`src/rtl/crad_pkg.sv`:
```
package crad_pkg;

  localparam int COORD_W   = 24;
  localparam int RAD_W     = 32;

  // coordinate differences and their squares
  localparam int DIFF_W    = COORD_W + 1;
  localparam int SQ_W      = 2 * DIFF_W - 1;
  localparam int D2_W      = 2 * DIFF_W;
  localparam int XPROD_W   = 2 * DIFF_W;
  localparam int CROSS_W   = 2 * DIFF_W + 1;
  localparam int CMAG_W    = 2 * DIFF_W;

  // den = (2*cross)^2, num = a2*b2*c2
  localparam int DEN_W     = 2 * (CMAG_W + 1);
  localparam int AB_W      = 2 * D2_W;
  localparam int NUM_W     = AB_W + D2_W;
  localparam int QUO_W     = 2 * RAD_W;
  localparam int DIV_W     = (NUM_W > DEN_W + QUO_W) ? NUM_W : DEN_W + QUO_W;

  localparam int MUL_CHUNK = 26;
  localparam int MUL_LAT   = 3;
  localparam int FRONT_LAT = 4;

  localparam int QDEPTH    = 8;
  localparam int QPTR_W    = $clog2(QDEPTH);
  localparam int CRED_W    = $clog2(QDEPTH + 1);

  typedef logic signed [COORD_W-1:0] coord_t;
  typedef logic signed [DIFF_W-1:0]  diff_t;

  typedef struct packed {
    coord_t first_x;
    coord_t first_y;
    coord_t middle_x;
    coord_t middle_y;
    coord_t last_x;
    coord_t last_y;
  } crad_in_t;

  typedef struct packed {
    logic [RAD_W-1:0] radius;
    logic             degenerate;
  } crad_out_t;

  // job handed from the front to the back
  typedef struct packed {
    logic [D2_W-1:0]   a2;
    logic [D2_W-1:0]   b2;
    logic [D2_W-1:0]   c2;
    logic [CMAG_W-1:0] cmag;
    logic              zero;
  } crad_job_t;

endpackage

```
`src/rtl/crad_queue.sv`:
```
module crad_queue
  import crad_pkg::*;
(
  input  logic      clk,
  input  logic      rst_n,
  input  logic      push,
  input  crad_job_t wr_job,
  output logic      pop,
  output logic      rd_vld,
  output crad_job_t rd_job
);

  crad_job_t         mem [QDEPTH];
  logic [QPTR_W-1:0] wr_r, rd_r;
  logic [CRED_W-1:0] cnt_r, cnt_nxt;
  crad_job_t         rd_job_r;
  logic              rd_vld_r;

  // the back end never stalls: drain whenever something is held
  assign pop    = (cnt_r != '0);
  assign rd_job = rd_job_r;
  assign rd_vld = rd_vld_r;

  always_ff @(posedge clk) begin
    if (push) begin
      mem[wr_r] <= wr_job;
    end
    if (pop) begin
      rd_job_r <= mem[rd_r];
    end
  end

  always_comb begin
    cnt_nxt = cnt_r;
    priority if (push && !pop) begin
      cnt_nxt = CRED_W'(cnt_r + 1'b1);
    end else if (!push && pop) begin
      cnt_nxt = CRED_W'(cnt_r - 1'b1);
    end
  end

  always_ff @(posedge clk) begin
    if (!rst_n) begin
      wr_r     <= '0;
      rd_r     <= '0;
      cnt_r    <= '0;
      rd_vld_r <= 1'b0;
    end else begin
      if (push) begin
        wr_r <= QPTR_W'(wr_r + 1'b1);
      end
      if (pop) begin
        rd_r <= QPTR_W'(rd_r + 1'b1);
      end
      cnt_r    <= cnt_nxt;
      rd_vld_r <= pop;
    end
  end

`ifndef SYNTHESIS
  a_no_overflow: assert property (@(posedge clk) disable iff (!rst_n)
    push && !pop |-> cnt_r < CRED_W'(QDEPTH))
    else $error("queue overflow");
`endif

endmodule

```
`config.mk`:
```
export PLATFORM = sky130hd
export DESIGN_NAME = crad_queue
export DESIGN_NICKNAME = d
export VERILOG_FILES = /design/src/rtl/crad_pkg.sv /design/src/rtl/crad_queue.sv
export SDC_FILE = /design/constraint.sdc
export NUM_CORES = 2
export LEC_CHECK = 0
export BUFFER_PORTS_ARGS = -buffer_cell sky130_fd_sc_hd__buf_2
export CAP_MARGIN = 20
export CORE_ASPECT_RATIO = 0.75
export CORE_MARGIN = 8
export CORE_UTILIZATION = 45
export DETAILED_ROUTE_END_ITERATION = 12
export SLEW_MARGIN = 0
export SYNTH_ARGS = -nofsm -noshare
export SYNTH_HDL_FRONTEND = slang
export SYNTH_SLANG_ARGS = --single-unit
```
`constraint.sdc`:
```
create_clock -name clk -period 42.5 [get_ports clk]
set_input_delay 6.375 -clock clk [delete_from_list [all_inputs] [get_ports clk]]
set_output_delay 6.375 -clock clk [all_outputs]
set_load 0.02 [all_outputs]
```
==> impl_table.tex <==
\begin{tabular}{lr}
\hline
Metric & Value \\
\hline
\multicolumn{2}{l}{\textbf{Worst setup path}} \\
\quad Data arrival, critical path & 9.81 ns \\
\quad CP Cell Sequence & buf\_2, nand2b\_1, nor2\_4, buf\_12, buf\_4, buf\_4, buf\_4 \\
\quad Slowest cell on crit path & sky130\_fd\_sc\_hd\_\_buf\_4 \\
\quad Largest incremental delay on the critical path & 0.76 ns \\
\quad Worst setup EP type & register \\
\quad Buf+Inv Stages, Crit Path & 5 \\
\quad CP startpoint kind & input pin \\
\quad CP most frequent cell & sky130\_fd\_sc\_hd\_\_buf\_4 \\
\quad Crit Path Class & in -> reg \\
\quad Crit path required time & 42.91 ns \\
\quad Dominant delay contributor by cell family on the critical path & buffers and inverters \\
\quad Worst-path maximum fanout & 48 \\
\multicolumn{2}{l}{\textbf{Timing}} \\
\quad Unrepaired setup endpoints after global routing & false \\
\quad Setup TNS & 0 ns \\
\quad Fin Hold WS & approximately 0.51 ns \\
\quad Setup violations, final & 0 \\
\quad Hold violation count in the final report & 0 \\
\quad Worst-case clock skew & 0.0325 ns \\
\quad Fraction of the cycle the final worst path needs & 0.221 \\
\quad Transition at the pin with the smallest max-transition slack & 1.08 ns \\
\quad Number of pins exceeding their max-slew limit in the final report & 0 \\
\quad Maximum achievable frequency & $\sim$110 MHz \\
\quad Clock period minus final worst setup slack & between 9 and 10 ns \\
\quad Slew HR & 0.279 \\
\multicolumn{2}{l}{\textbf{Synthesis}} \\
\quad Area fraction in compound gates after synthesis & 0.000542 \\
\quad Syn\_nets & 2801 \\
\quad Average instance area after synthesis & 25.8 um\^{}2 \\
\quad Fraction of synthesized cell area taken by the top area cell type & 0.811 \\
\quad Yosys warning total & 0 \\
\quad Combined area of all synthesized cells & 0.0670 mm\^{}2 \\
\quad Post-synth ARST share & 0 \\
\quad Leading cell types by count after synthesis & sky130\_fd\_sc\_hd\_\_edfxtp\_1 (1809), sky130\_fd\_sc\_hd\_\_mux4\_2 (402), sky130\_fd\_sc\_hd\_\_mux2\_2 (201) \\
\quad Count of unique library cells instantiated by Yosys & 26 \\
\quad Post-Synth Adder-Cell Area & 0.000934 \\
\quad Most common cell in the netlist & sky130\_fd\_sc\_hd\_\_edfxtp\_1 \\
\quad Simple-gate share of the synthesized area & 0.00258 \\
\quad Area share of xor/xnor cells in the synthesized design & 0.000916 \\
\quad Mux cell area share after synthesis & 0.169 \\
\quad Combinational family with the most area after synthesis & multiplexers \\
\quad Number of enable flip-flop cells after synthesis & 1809 \\
\quad Synth area leader & sky130\_fd\_sc\_hd\_\_edfxtp\_1 \\
\quad Top area cells in the synthesized netlist & sky130\_fd\_sc\_hd\_\_edfxtp\_1 (81\%), sky130\_fd\_sc\_hd\_\_mux4\_2 (14\%), sky130\_fd\_sc\_hd\_\_mux2\_2 (3.4\%) \\
\quad Main synth FF type & sky130\_fd\_sc\_hd\_\_edfxtp\_1 \\
\quad Register bit count reported by yosys & 1820 \\
\quad Sequential fraction of the synthesis area & 0.814 \\
\quad Count of mapped cells out of synthesis & 2592 \\
\multicolumn{2}{l}{\textbf{Floorplanning}} \\
\quad Number of top-level pins & approximately 410 \\
\quad Core area & 0.148 mm\^{}2 \\
\quad Die Area & between 0.15 and 0.2 mm\^{}2 \\
\quad Die height & 350 um \\
\quad Initial core utilization & 0.454 \\
\quad Row count & 122 \\
\quad Die Wd & 461 um \\
\multicolumn{2}{l}{\textbf{Run status}} \\
\quad Result of the run & finished, final reports clean \\
\multicolumn{2}{l}{\textbf{Detailed routing}} \\
\quad Total via count after detailed routing & $\sim$28k \\
\quad Residual DRC & 0 \\
\quad Post-DR vias/cell & 5.42 \\
\quad DRT Wirelength & 141000 um \\
\quad 1st-pass router iterations & 5 \\
\quad Detailed Route Iter0 Violations & 2280 \\
\quad Remaining number of nets flagged by the antenna check after routing & 0 \\
\quad Wire length per cell & 26.9 um \\
\multicolumn{2}{l}{\textbf{Placement}} \\
\quad Routability cong. & around 0.76 \\
\quad Number of port buffers & 406 \\
\quad HPWL after DPL & 79100 um \\
\multicolumn{2}{l}{\textbf{GRT}} \\
\quad Antenna violations before repair & 58 \\
\quad Wire length of the first global-routing pass & slightly above 200000 um \\
\quad GRT overflow & 0 \\
\quad Largest net degree at the start of global routing & 122 \\
\quad Via count of the first global-routing pass & 30.2k \\
\quad Total GRT Usage & 0.173 \\
\multicolumn{2}{l}{\textbf{Layout}} \\
\quad Layout filler cell count & 11.3k \\
\quad Layout Area Growth over Synthesis & 14.7\% \\
\quad Final \#Nets & roughly 3.3k \\
\quad Proportion of layout cells with a drive suffix above 1 & 0.401 \\
\quad Register area & 0.0546 mm\^{}2 \\
\quad Area used by multi-input combinational logic & 0.0117 mm\^{}2 \\
\quad Final Core Density & 0.520 \\
\multicolumn{2}{l}{\textbf{Power}} \\
\quad Largest vdd supply drop & 0.0487 mV \\
\quad Combinational Power Share & 0.215 \\
\quad Net switching component of the power & 1.30 mW \\
\quad Leakage Power & about 24 nW \\
\quad PwrDens & between 60 and 70 mW/mm\^{}2 \\
\quad Switching share of power & 0.271 \\
\quad Total power of the final layout & 4.79 mW \\
\quad Clock network power share & 0.310 \\
\quad Internal power summed over all cells & 3.49 mW \\
\quad Power share of the sequential group & 0.474 \\
\multicolumn{2}{l}{\textbf{Clocking}} \\
\quad Maximum count of clock buffers along a single path & 3 \\
\quad Clock buffers created by TritonCTS & 171 \\
\quad Post CTS Setup Buffer Count & 0 \\
\quad Clock latency on the worst-skew pair & 0.80 ns \\
\quad CTS tree & yes \\
\quad Hold Buf Count CTS & 0 \\
\quad Clock transition at the registers of the reported paths & 0.06 ns \\
\quad Number of H-tree levels & 4 \\
\quad Clock Sink Count & 1820 \\
\quad CTS-repair resized insts & 0 \\
\quad Root Driver & sky130\_fd\_sc\_hd\_\_clkbuf\_16 \\
\multicolumn{2}{l}{\textbf{Flow run}} \\
\quad Max Cap Violations & 0 \\
\multicolumn{2}{l}{\textbf{Worst hold path}} \\
\quad Kind of path behind the tightest hold check & reg -> reg \\
\hline
\end{tabular}
==> power groups by stage <==
| stage | Clock (mW) | Sequential [mW] | Combinational, mW |
|---|---|---|---|
| after floorplan | 0 | 2.43 | 0.629 |
| after global placement | 0 | 2.31 | 1.05 |
| after detailed placement | 0 | 2.31 | 1.06 |
| after CTS | 1.52 | 2.28 | 1.06 |
| after global routing | 1.59 | 2.28 | 1.10 |
| final | 1.49 | 2.27 | 1.03 |
==> cell families (layout without fill, tap and decap cells) <==
kind of cell / after synthesis / in the layout
AO/OA/AOI/OAI: 6 / 6
XOR/XNOR: 7 / 7
adder cells (fa/ha/maj): 5 / 5
buffers and inverters: 115 / 770
flip-flops: 1820 / 1820
multiplexers: 605 / 605
other: 0 / 22
AND/OR/NAND/NOR: 34 / 34
==> final timing paths <==
kind / from / end / slack, ns / depth (start not counted)
worst max-delay path: push / mem[2][54] / 33.10 / 7
worst min-delay path: cnt_r[3] / cnt_r[3] / 0.51 / 2
worst max register to register: wr_r[2] / mem[2][54] / 38.50 / 6
worst min register to register: cnt_r[3] / cnt_r[3] / 0.51 / 2
==> state kept, by name, indices dropped and copies added, names as in the netlist <==
name    cells
cnt_r       4
rd_job    201
rd_r        3
mem      1608
wr_r        3
rd_vld      1
==> routing by layer <==
metal | routed length (um) | share of wire | global-route usage | vias to the layer above
li1 | - | - | - | 12200
met1 | 57800 | 0.41 | 0.230 | 15300
met2 | 72700 | 0.51 | 0.295 | 706
met3 | 7050 | 0.050 | 0.0318 | 267
met4 | 3720 | 0.026 | 0.0524 | 8
met5 | 57 | 0.00040 | 0 | -
==> stage by stage <==
stage	setup slack, ns	area, um^2	instances
floorplan	21.49	67000	2592
global placement	31.86	71200	4916
detailed placement	31.82	71200	4916
CTS	32.69	76700	5228
global route	32.94	76800	5236
finish	33.10	76800	5253
==> worst reg2reg max path, delay by kind of cell, from the launching register on <==
family / cells / cell delay [ns]
buffers and inverters: 4 / 2.45
DFF: 1 / 0.33
and+or+nand+nor: 2 / 0.78
==> layout make-up <==
| class | instances | area share |
|---|---|---|
| flip-flops and latches | 1820 | 0.710 |
| multi-input cells | 657 | 0.153 |
| clock buffers | 215 | 0.0587 |
| repair buffers | 456 | 0.0331 |
| well taps | 1984 | 0.0323 |
| clock inverters | 97 | 0.0123 |
| diodes | 22 | 0.000717 |
| inverters | 2 | 0.000195 |
==> layout by cell type (no fill, tap or decap), types with 2 or more instances in the layout <==
cell / n
sky130_fd_sc_hd__clkinv_16: 2
sky130_fd_sc_hd__mux4_2: 402
sky130_fd_sc_hd__edfxtp_1: 1809
sky130_fd_sc_hd__diode_2: 22
sky130_fd_sc_hd__nor2_1: 2
sky130_fd_sc_hd__clkinv_1: 41
sky130_fd_sc_hd__nand2b_1: 4
sky130_fd_sc_hd__bufinv_16: 14
sky130_fd_sc_hd__clkbuf_16: 174
sky130_fd_sc_hd__dfxtp_4: 3
sky130_fd_sc_hd__mux2i_1: 2
sky130_fd_sc_hd__nand2_1: 9
sky130_fd_sc_hd__inv_6: 4
sky130_fd_sc_hd__nor3_2: 2
sky130_fd_sc_hd__buf_12: 9
sky130_fd_sc_hd__xor2_1: 2
sky130_fd_sc_hd__clkbuf_1: 41
sky130_fd_sc_hd__dfxtp_1: 8
sky130_fd_sc_hd__o21ai_0: 2
sky130_fd_sc_hd__nor2_4: 6
sky130_fd_sc_hd__clkinv_8: 5
sky130_fd_sc_hd__buf_4: 40
sky130_fd_sc_hd__and2_1: 8
sky130_fd_sc_hd__ha_1: 5
sky130_fd_sc_hd__buf_2: 406
sky130_fd_sc_hd__xnor2_1: 5
sky130_fd_sc_hd__inv_16: 2
sky130_fd_sc_hd__clkinv_2: 27
sky130_fd_sc_hd__mux2_2: 201
(Power assumes the default switching activity.)
